### config.mk
export PLATFORM = sky130hd
export DESIGN_NAME = dsu_wrap
export DESIGN_NICKNAME = d
export VERILOG_FILES = /design/src/rtl/dsu_pkg.sv /design/src/rtl/dsu_wrap.sv
export SDC_FILE = /design/constraint.sdc
export NUM_CORES = 1
export LEC_CHECK = 0
export ABC_CLOCK_PERIOD_IN_PS = 800
export BUFFER_PORTS_ARGS = -buffer_cell sky130_fd_sc_hd__buf_2
export CAP_MARGIN = 25
export CORE_ASPECT_RATIO = 0.9
export CORE_MARGIN = 4
export CORE_UTILIZATION = 40
export CTS_CLUSTER_SIZE = 24
export DETAILED_ROUTE_END_ITERATION = 8
export PLACE_DENSITY_LB_ADDON = 0.12
export REMOVE_ABC_BUFFERS = 1
export SETUP_SLACK_MARGIN = 0.4
export SKIP_CTS_REPAIR_TIMING = 1
export SYNTH_ARGS = -nofsm -noshare
export SYNTH_HDL_FRONTEND = slang
export SYNTH_SLANG_ARGS = --single-unit
### constraint.sdc
create_clock -name clock -period 0.8 [get_ports clock]
set_input_delay 0.08 -clock clock [delete_from_list [all_inputs] [get_ports clock]]
set_output_delay 0.08 -clock clock [all_outputs]
set_load 0.05 [all_outputs]
### src/rtl/dsu_pkg.sv
// ----------------------------------------------------------------------------
// dsu_pkg
// Shared types and constants for the disjoint-set union-find engine.
// ----------------------------------------------------------------------------
package dsu_pkg;

   localparam int CMD_W  = 2;
   localparam int ELEM_W = 10;

   typedef logic [CMD_W-1:0]  cmd_type;
   typedef logic [ELEM_W-1:0] elem_type;

   localparam cmd_type CMD_CLEAR = 2'd0;
   localparam cmd_type CMD_UNION = 2'd1;
   localparam cmd_type CMD_QUERY = 2'd2;

   typedef enum logic [3:0] {
      ST_INIT,
      ST_IDLE,
      ST_WRAP,
      ST_CLEAR,
      ST_START,
      ST_FIND,
      ST_COMP,
      ST_LINK,
      ST_DONE
   } state_type;

endpackage

### src/rtl/dsu_wrap.sv
// ----------------------------------------------------------------------------
// dsu_wrap
// Reduces both element indices modulo ELEMENTS in two registered stages:
// reciprocal multiply for the quotient, then multiply-subtract.
// ----------------------------------------------------------------------------
module dsu_wrap import dsu_pkg::*; #(
   parameter int ELEMENTS = 1024
) (
   input  logic                        clock,
   input  logic                        load,
   input  elem_type                    elem_a,
   input  elem_type                    elem_b,
   output logic [$clog2(ELEMENTS)-1:0] index_a,
   output logic [$clog2(ELEMENTS)-1:0] index_b
);

   localparam int     IW    = $clog2(ELEMENTS);
   localparam int     SH    = ELEM_W + IW;
   localparam int     RW    = ELEM_W + 2;
   localparam int     MW    = ELEM_W + RW;
   localparam int     PW    = ELEM_W + IW + 1;
   localparam longint RECIP = ((64'd1 << SH) + ELEMENTS - 1) / ELEMENTS;

   elem_type          val_a_ff, val_b_ff;
   elem_type          quo_a_ff, quo_b_ff;
   elem_type          quo_a_in, quo_b_in;
   logic [MW-1:0]     prod_a, prod_b;
   elem_type          rem_a, rem_b;
   logic [IW-1:0]     index_a_ff, index_b_ff;
   logic [IW-1:0]     index_a_in, index_b_in;

   assign prod_a   = MW'(elem_a) * MW'(RECIP);
   assign prod_b   = MW'(elem_b) * MW'(RECIP);
   assign quo_a_in = ELEM_W'(prod_a >> SH);
   assign quo_b_in = ELEM_W'(prod_b >> SH);

   always_ff @(posedge clock) begin
      if (load) begin
         val_a_ff <= elem_a;
         val_b_ff <= elem_b;
         quo_a_ff <= quo_a_in;
         quo_b_ff <= quo_b_in;
      end
   end

   assign rem_a      = val_a_ff - ELEM_W'(PW'(quo_a_ff) * PW'(ELEMENTS));
   assign rem_b      = val_b_ff - ELEM_W'(PW'(quo_b_ff) * PW'(ELEMENTS));
   assign index_a_in = IW'(rem_a);
   assign index_b_in = IW'(rem_b);

   always_ff @(posedge clock) begin
      index_a_ff <= index_a_in;
      index_b_ff <= index_b_in;
   end

   assign index_a = index_a_ff;
   assign index_b = index_b_ff;

endmodule

==> qor.txt, run 1 <==
OUTCOME
----------------------------------------------------------------------------------
Result of the run                                                     complete, but fails checks
Failing checks                                                        negative hold slack, negative setup slack

SYNTHESIS
----------------------------------------------------------------------------------
Most area-consuming cells after synthesis                             edfxtp_1, dfxtp_1
Mux contribution to synthesized area                                            0%
Area share of the largest cell type after synthesis                         60.00%
Adder and majority gate portion of the synthesized area                         0%
Syn avg cell area                                                      25.02 sq um
Part of the Yosys area used for sequential elements                         100.0%
Cell count after synthesis                                                      40
Flops & latches, synth                                                          40
Post-synth cell types                                                            2
Simple logic cell fraction of the synthesized area                              0%
Library cell occupying the most area in the post-synthesis netlist        edfxtp_1
Synthesized-area fraction occupied by ao, oa, aoi and oai cells                 0%
Xor/xnor share of the synthesized area                                          0%
Count of warnings emitted by yosys                                               0
Combined area of all synthesized cells                                  1001 sq um

GRT
----------------------------------------------------------------------------------
Total GRT Usage                                                             7.652%
Remaining global-route overflow                                                  0
Pin count of the biggest net entering global routing                            21
Vias in the first global route                                                 441
Number of antenna violations at the first check in global routing                0
Global-route wire length before repair                                     1800 um

TIMING
----------------------------------------------------------------------------------
Count of final max-slew check failures                                           0
Final worst path period need                                              896.7 ps
Setup total negative slack                                                -1550 ps
Clock Skew                                                                13.96 ps
Least setup slack across all paths after layout                          -96.70 ps
Period utilisation layout                                                   112.1%
Unrepaired setup endpoints after global routing                               true
Count of final setup violators                                                  20
Final worst hold slack                                                   -79.94 ps
Relative slew slack                                                         92.58%
Worst slew pin tran                                                       111.3 ps
Max Freq                                                                  1115 MHz
Final hold violation count                                                      20

FLOORPLANNING
----------------------------------------------------------------------------------
Initial Util                                                                43.86%
Die Span Y                                                                55.46 um
Horiz. Die Dim                                                            60.73 um
Placeable core region                                                   2282 sq um
Die area                                                                3368 sq um
Number of standard-cell rows in the floorplan                                   16
Top Ports                                                                       42

PLACE
----------------------------------------------------------------------------------
Post-placement cell area                                                1260 sq um
RePlAce Congestion                                                          0.6718
Number of buffer cells added on primary ports                                   41
DP HPWL                                                                   923.8 um
Placement-stage worst setup slack                                         158.0 ps

CLOCK TREE
----------------------------------------------------------------------------------
Clock transition at the registers of the reported paths                     110 ps
Total clock buffers created by CTS                                               5
Number of buffers on the longest clock path                                      2
Clock sink total                                                                40
CTS root buf                                                              clkbuf_4
Clock tree from TritonCTS                                                      yes
Clk Latency, worst-skew pair                                                320 ps
Maximum level of the CTS H-tree                                                  2

POWER AND IR DROP
----------------------------------------------------------------------------------
Power share of the combinational group                                       15.2%
Cell Int Power                                                             2924 uW
Total power density per cell area                                     2539 nW/um^2
P_sw                                                                      945.3 uW
Tot Pwr                                                                    3869 uW
Worst vdd ir                                                               1509 uV
Relative contribution of the clock network to total power                    22.8%
Switching Share                                                             24.43%
Leak                                                                  0.0006302 uW
Part of the power in registers                                               62.0%

RUN
----------------------------------------------------------------------------------
Max-Cap Viols                                                                    0

DRT
----------------------------------------------------------------------------------
Initial DRC Count                                                               11
Detail-routed via count per cell                                             4.094
Routed wire length                                                         1345 um
DRC violation count after routing                                                0
Detail-routed net length per standard cell                                11.50 um
First-pass iteration count of the detailed router                                4
Total number of vias                                                           479
Remaining number of nets flagged by the antenna check after routing              0

SETUP PATH
----------------------------------------------------------------------------------
Worst path required time                                                    720 ps
Data arrival at the endpoint of the critical path                           820 ps
Classification of the worst setup path                                register to output port
Critical Path, Cell by Cell                                                  buf_8
Worst Path Buf+Inv                                                               1
Critical-path top delay cell                                               dfxtp_2
Crit path largest cell delay                                                350 ps
Critical path startpoint category                                         register
Kind of cell adding the most delay to the critical path                 flip-flops
Worst setup EP type                                                    output port
Peak fanout along the critical path                                              1

LAYOUT
----------------------------------------------------------------------------------
Layout area overhead                                                        52.25%
Multi-Input Combinational                                                        0
Leading cell type in the layout, fill and taps excluded                      buf_2
Final cell area excluding filler cells                                  1524 sq um
Post-layout nets                                                               111
Fraction of layout cells with a size suffix above 1                         75.56%
Filler cell count in the final layout                                          170
Area of the multi-input gates                                              0 sq um
Count of antenna diodes in the layout                                            0
Area occupied by registers                                              1026 sq um
Commonest cells after routing, fill and taps aside                    buf_2, dfxtp_2, edfxtp_1

WORST HOLD PATH
----------------------------------------------------------------------------------
Tightest Hold Check Type                                              primary input to register

[worst paths after layout]
check	start	endpoint	slack, ps	cells after the start
worst max register to register	val_a_ff[8]	index_a[8]	300	0
worst min register to register	val_a_ff[0]	index_a[0]	350	0
worst min-delay path	elem_b[1]	val_b_ff[1]	-80	1
worst max-delay path	index_b[1]	index_b[1]	-100	1
[power groups by stage]
stage          Sequential [uW]  Clock (uW)  Combinational, uW
4_1_cts                   2350         932                445
3_5_place_dp              2400           0                445
5_1_grt                   2410        1010                610
6_report                  2400         882                590
2_1_floorplan             2680           0                  0
3_3_place_gp              2390           0                444
[synth_stat cells]
master     n
dfxtp_1   20
edfxtp_1  20
[cell families (layout without fill, tap and decap cells)]
group | count (synthesis) | count (layout)
DFF | 40 | 40
buffers and inverters | 0 | 50
[cell type report]
| cell class | instances | share of cell area, % |
|---|---|---|
| repair buffers | 42 | 27.18 |
| flip-flops and latches | 40 | 67.32 |
| clock inverters | 1 | 0.3284 |
| clock buffers | 7 | 2.956 |
| well taps | 27 | 2.217 |
[registers in the layout (all words and copies together), names as in the netlist]
name	count
index_a	10
index_b	10
val_b_ff	10
val_a_ff	10
[per-stage QoR]
stage	util (%)	std cells
after floorplan	-	40
after global placement	55.21	109
after detailed placement	55.21	109
after CTS	57.40	117
after global routing	66.78	117
final	66.78	117
[layer usage]
layer	global-route usage (%)	part of all wire (%)
met1	7.187	31
met2	12.98	59
met3	4.196	8.8
met4	3.715	1.3
met5	0	0
No activity file was read; power rests on OpenSTA's default activity.
==> run 2: changes to the inputs <==
--- a/config.mk
+++ b/config.mk
@@ -14,7 +14,6 @@
 export CTS_CLUSTER_SIZE = 24
 export DETAILED_ROUTE_END_ITERATION = 8
 export PLACE_DENSITY_LB_ADDON = 0.12
-export REMOVE_ABC_BUFFERS = 1
 export SETUP_SLACK_MARGIN = 0.4
 export SKIP_CTS_REPAIR_TIMING = 1
 export SYNTH_ARGS = -nofsm -noshare
==> run 2 against run 1 <==
  * The run still ends with negative hold slack, negative setup slack left
  * Design area rose by 4.8%
  * Sequential share of layout area rose by 0.075 points
  * Flip-flop and latch count did not move
  * Wire length rose by 10%
  * First-iteration DRC count fell by 45%
  * Maximum frequency fell by 1.8%
  * Cell count did not move
  * Hold slack got worse by 3.4 ps
  * Worst setup slack got worse by 16 ps
  * Sequential power barely moved
  * Critical path type unchanged
  * Highest routed layer unchanged
==> qor.txt, run 2 (synthesis gave the netlist of run 1 again) <==
OUTCOME
----------------------------------------------------------------------------------
Result of the run                                                     complete, but fails checks
Failing checks                                                        negative hold slack, negative setup slack

FLOORPLANNING
----------------------------------------------------------------------------------
Initial Util                                                                43.86%
Number of standard-cell rows in the floorplan                                   16
Die Span Y                                                                55.46 um
Top Ports                                                                       42
Die area                                                                3368 sq um
Placeable core region                                                   2282 sq um
Horiz. Die Dim                                                            60.73 um

SETUP PATH
----------------------------------------------------------------------------------
Critical path startpoint category                                         register
Data arrival at the endpoint of the critical path                           830 ps
Worst path required time                                                    720 ps
Worst Path Buf+Inv                                                               1
Peak fanout along the critical path                                              1
Critical Path, Cell by Cell                                                  buf_8
Critical-path top delay cell                                               dfxtp_4
Worst setup EP type                                                    output port
Classification of the worst setup path                                register to output port
Crit path largest cell delay                                                360 ps
Kind of cell adding the most delay to the critical path                 flip-flops

POWER AND IR DROP
----------------------------------------------------------------------------------
Tot Pwr                                                                    3981 uW
Switching Share                                                             25.07%
Leak                                                                  0.0006498 uW
Cell Int Power                                                             2983 uW
Total power density per cell area                                     2494 nW/um^2
Power share of the combinational group                                       15.1%
Part of the power in registers                                               59.7%
P_sw                                                                      998.2 uW
Worst vdd ir                                                               1898 uV
Relative contribution of the clock network to total power                    25.2%

CLOCK TREE
----------------------------------------------------------------------------------
Clk Latency, worst-skew pair                                                330 ps
Clock sink total                                                                40
Total clock buffers created by CTS                                               5
Maximum level of the CTS H-tree                                                  2
Clock tree from TritonCTS                                                      yes
CTS root buf                                                              clkbuf_4
Number of buffers on the longest clock path                                      2
Clock transition at the registers of the reported paths                     110 ps

DRT
----------------------------------------------------------------------------------
Detail-routed net length per standard cell                                12.68 um
Initial DRC Count                                                                6
Routed wire length                                                         1483 um
Remaining number of nets flagged by the antenna check after routing              0
DRC violation count after routing                                                0
First-pass iteration count of the detailed router                                3
Total number of vias                                                           507
Detail-routed via count per cell                                             4.333

PLACE
----------------------------------------------------------------------------------
Post-placement cell area                                                1335 sq um
Number of buffer cells added on primary ports                                   41
RePlAce Congestion                                                          0.6990
Placement-stage worst setup slack                                         151.2 ps

TIMING
----------------------------------------------------------------------------------
Final worst path period need                                              913.2 ps
Least setup slack across all paths after layout                          -113.2 ps
Clock Skew                                                                7.195 ps
Final hold violation count                                                      20
Final worst hold slack                                                   -83.37 ps
Max Freq                                                                  1095 MHz
Unrepaired setup endpoints after global routing                               true
Setup total negative slack                                                -2129 ps
Relative slew slack                                                         92.74%
Count of final setup violators                                                  20
Worst slew pin tran                                                       108.9 ps
Period utilisation layout                                                   114.1%
Count of final max-slew check failures                                           0

GRT
----------------------------------------------------------------------------------
Vias in the first global route                                                 505
Number of antenna violations at the first check in global routing                0
Remaining global-route overflow                                                  0
Global-route wire length before repair                                     2139 um
Total GRT Usage                                                             9.292%
Pin count of the biggest net entering global routing                            21

SYNTHESIS
----------------------------------------------------------------------------------
Syn nets                                                                        62

WORST HOLD PATH
----------------------------------------------------------------------------------
Tightest Hold Check Type                                              primary input to register

LAYOUT
----------------------------------------------------------------------------------
Fraction of layout cells with a size suffix above 1                         77.78%
Final cell area excluding filler cells                                  1597 sq um
Area of the multi-input gates                                              0 sq um
Layout area overhead                                                        59.50%
Multi-Input Combinational                                                        0
Filler cell count in the final layout                                          143
Count of antenna diodes in the layout                                            0
Post-layout nets                                                               111
Commonest cells after routing, fill and taps aside                    buf_2, dfxtp_4, buf_8, edfxtp_1, clkbuf_4
Leading cell type in the layout, fill and taps excluded                      buf_2

RUN
----------------------------------------------------------------------------------
Max-Cap Viols                                                                    0

## run 2: worst paths after layout
| kind | cells after the start | from | slack [ps] | to |
|---|---|---|---|---|
| min reg2reg | 0 | val_a_ff[3] | 350 | index_a[3] |
| min | 1 | elem_a[6] | -80 | val_a_ff[6] |
| max reg2reg | 0 | val_a_ff[0] | 300 | index_a[0] |
| max | 1 | index_a[0] | -110 | index_a[0] |
## run 2: final cells by class
| cell class | instances | area (sq um) | share of cell area (%) |
|---|---|---|---|
| flip-flops and latches | 40 | 1076 | 67.40 |
| repair buffers | 42 | 425.4 | 26.65 |
| clock buffers | 6 | 51.30 | 3.213 |
| well taps | 27 | 33.78 | 2.116 |
| clock inverters | 2 | 10.01 | 0.6270 |
## run 2: stage by stage
stage / hold slack, ps / instances / utilization (%)
6_report: -83.37 / 117 / 69.96
5_1_grt: -120.7 / 117 / 69.96
4_1_cts: -107.6 / 117 / 61.18
3_5_place_dp: 258.1 / 109 / 58.50
3_3_place_gp: 256.4 / 109 / 58.50
2_1_floorplan: 178.9 / 40 / -
## run 2: power groups by stage
stage	Clock, uW	Combinational (uW)	Sequential [uW]
floorplan	0	0	2680
global placement	0	443	2380
detailed placement	0	445	2390
CTS	1050	446	2340
global route	1160	623	2390
finish	1010	601	2380
## run 2: per-layer routing
metal	track usage [%]	routed length [um]
met1	7.002	487
met2	16.49	822
met3	7.226	164
met4	3.715	8
met5	0	0
==> run 3: changes to the inputs <==
--- a/config.mk
+++ b/config.mk
@@ -9,7 +9,6 @@
 export BUFFER_PORTS_ARGS = -buffer_cell sky130_fd_sc_hd__buf_2
 export CAP_MARGIN = 25
 export CORE_ASPECT_RATIO = 0.9
-export CORE_MARGIN = 4
 export CORE_UTILIZATION = 40
 export CTS_CLUSTER_SIZE = 24
 export DETAILED_ROUTE_END_ITERATION = 8
==> run 3 against run 2 <==
  * The run still ends with negative hold slack, negative setup slack left
  * Critical path type unchanged
  * Via count fell by 1.8%
  * Utilization is 0.40 points higher
  * Wire length down 13%
  * Clock skew decreased by 3.7 ps
  * Count of clock-buffer cells in the layout is the same
  * Critical path depth did not move
  * Critical endpoint is now index_a[7]
==> qor.txt, run 3 (synthesis gave the netlist of run 1 again) <==
OUTCOME
----------------------------------------------------------------------------------
Result of the run                                                     complete, but fails checks
Failing checks                                                        negative hold slack, negative setup slack

LAYOUT
----------------------------------------------------------------------------------
Multi-Input Combinational                                                        0
Final Non-Filler Cells                                                         118
Count of antenna diodes in the layout                                            0
Layout area overhead                                                        59.00%
Area occupied by registers                                              1076 sq um
Filler cell count in the final layout                                          152
Final cell area excluding filler cells                                  1592 sq um
Area of the multi-input gates                                              0 sq um
Post-layout nets                                                               112
Fraction of layout cells with a size suffix above 1                         74.73%
Commonest cells after routing, fill and taps aside                    buf_2, dfxtp_4, buf_8, edfxtp_1, clkbuf_4
Leading cell type in the layout, fill and taps excluded                      buf_2

PLACE
----------------------------------------------------------------------------------
Number of buffer cells added on primary ports                                   41
Instance count after placement with tap cells included                         110
RePlAce Congestion                                                          0.7179
Placement-stage worst setup slack                                         97.55 ps
DP HPWL                                                                   887.5 um
Post-placement cell area                                                1343 sq um

FLOORPLANNING
----------------------------------------------------------------------------------
Initial Util                                                                44.25%
Number of standard-cell rows in the floorplan                                   16
Horiz. Die Dim                                                            54.73 um
Die Span Y                                                                49.46 um
Top Ports                                                                       42
Placeable core region                                                   2262 sq um
Die area                                                                2707 sq um

GRT
----------------------------------------------------------------------------------
Pin count of the biggest net entering global routing                            13
Remaining global-route overflow                                                  0
Number of antenna violations at the first check in global routing                0
Vias in the first global route                                                 477
Global-route wire length before repair                                     1773 um
Total GRT Usage                                                             10.41%

CLOCK TREE
----------------------------------------------------------------------------------
Clk Latency, worst-skew pair                                                320 ps
Total clock buffers created by CTS                                               5
Clock tree from TritonCTS                                                      yes
CTS root buf                                                              clkbuf_4
Maximum level of the CTS H-tree                                                  2
Clock transition at the registers of the reported paths                     110 ps
Clock sink total                                                                40
Number of buffers on the longest clock path                                      2

SETUP PATH
----------------------------------------------------------------------------------
Kind of cell adding the most delay to the critical path                 flip-flops
Slack of the worst reg-to-reg path                                          310 ps
Worst Path Buf+Inv                                                               1
Critical-path top delay cell                                               dfxtp_4
Worst setup EP type                                                    output port
End of the worst register-to-register path                              index_a[5]
Worst path required time                                                    720 ps
Worst-case reg-to-reg path depth                                                 0
RR Startpoint                                                          val_a_ff[5]
Crit path largest cell delay                                                360 ps
Critical Path, Cell by Cell                                                  buf_8
Classification of the worst setup path                                register to output port
Data arrival at the endpoint of the critical path                           820 ps
Peak fanout along the critical path                                              1
Critical path startpoint category                                         register

TIMING
----------------------------------------------------------------------------------
Clock Skew                                                                3.537 ps
Final worst path period need                                              903.2 ps
Final hold violation count                                                      20
Max Freq                                                                  1107 MHz
Period utilisation layout                                                   112.9%
Relative slew slack                                                         90.03%
Unrepaired setup endpoints after global routing                               true
Least setup slack across all paths after layout                          -103.2 ps
Count of final setup violators                                                  20
Worst slew pin tran                                                       149.5 ps
Final worst hold slack                                                   -77.21 ps
Count of final max-slew check failures                                           0

DRT
----------------------------------------------------------------------------------
Routed wire length                                                         1283 um
Detail-routed via count per cell                                             4.220
Detail-routed net length per standard cell                                10.87 um
First-pass iteration count of the detailed router                                2
DRC violation count after routing                                                0
Initial DRC Count                                                                1
Total number of vias                                                           498
Remaining number of nets flagged by the antenna check after routing              0

WORST HOLD PATH
----------------------------------------------------------------------------------
Hold Path Cell Cnt                                                               1
End of the worst hold path                                             val_a_ff[1]
Origin of the worst min-delay path                                       elem_a[1]
Tightest Hold Check Type                                              primary input to register

POWER AND IR DROP
----------------------------------------------------------------------------------
Switching Share                                                             24.65%
Part of the power in registers                                               61.8%
Total power density per cell area                                     2413 nW/um^2
Leak                                                                  0.0006439 uW
Power share of the combinational group                                       15.7%
Relative contribution of the clock network to total power                    22.5%
Cell Int Power                                                             2893 uW
P_sw                                                                      946.7 uW
Tot Pwr                                                                    3840 uW
Worst vdd ir                                                               1728 uV

SYNTHESIS
----------------------------------------------------------------------------------
Syn nets                                                                        62

RUN
----------------------------------------------------------------------------------
Max-Cap Viols                                                                    0

[run 3: worst max-delay path by stage]
stage,from,endpoint,cells past startpoint
4_1_cts,index_a[7],index_a[7],1
3_3_place_gp,load,val_a_ff[0],2
3_5_place_dp,load,val_a_ff[0],2
6_report,index_a[7],index_a[7],1
5_1_grt,index_a[2],index_a[2],1
2_1_floorplan,index_a[0],index_a[0],0
[run 3: area by class of cell]
class,count,area share [%]
clock buffers,6,2.594
well taps,27,2.123
clock inverters,2,0.4717
repair buffers,43,27.20
flip-flops and latches,40,67.61
[run 3: power by group through the flow]
stage          sequential, uW  combinational (uW)  clock (uW)
6_report                 2370                 603         863
5_1_grt                  2400                 622        1010
4_1_cts                  2340                 446         912
3_5_place_dp             2390                 446           0
3_3_place_gp             2390                 444           0
2_1_floorplan            2680                   0           0
[run 3: stage by stage]
step | TNS (ps) | hold slack [ps] | utilization (%)
3_5_place_dp | 0 | 258.5 | 59.35
5_1_grt | -2856 | -115.5 | 70.35
4_1_cts | -4234 | -99.54 | 61.50
6_report | -1870 | -77.21 | 70.35
2_1_floorplan | 0 | 178.9 | -
3_3_place_gp | 0 | 256.2 | 59.35
[run 3: metal layers]
layer	up-vias	part of all wire, %	wire (um)	GRT usage (%)
li1	244	-	-	-
met1	225	30	379	8.159
met2	26	61	782	17.27
met3	3	7.7	99	6.481
met4	0	1.6	21	7.692
met5	-	0	0	0
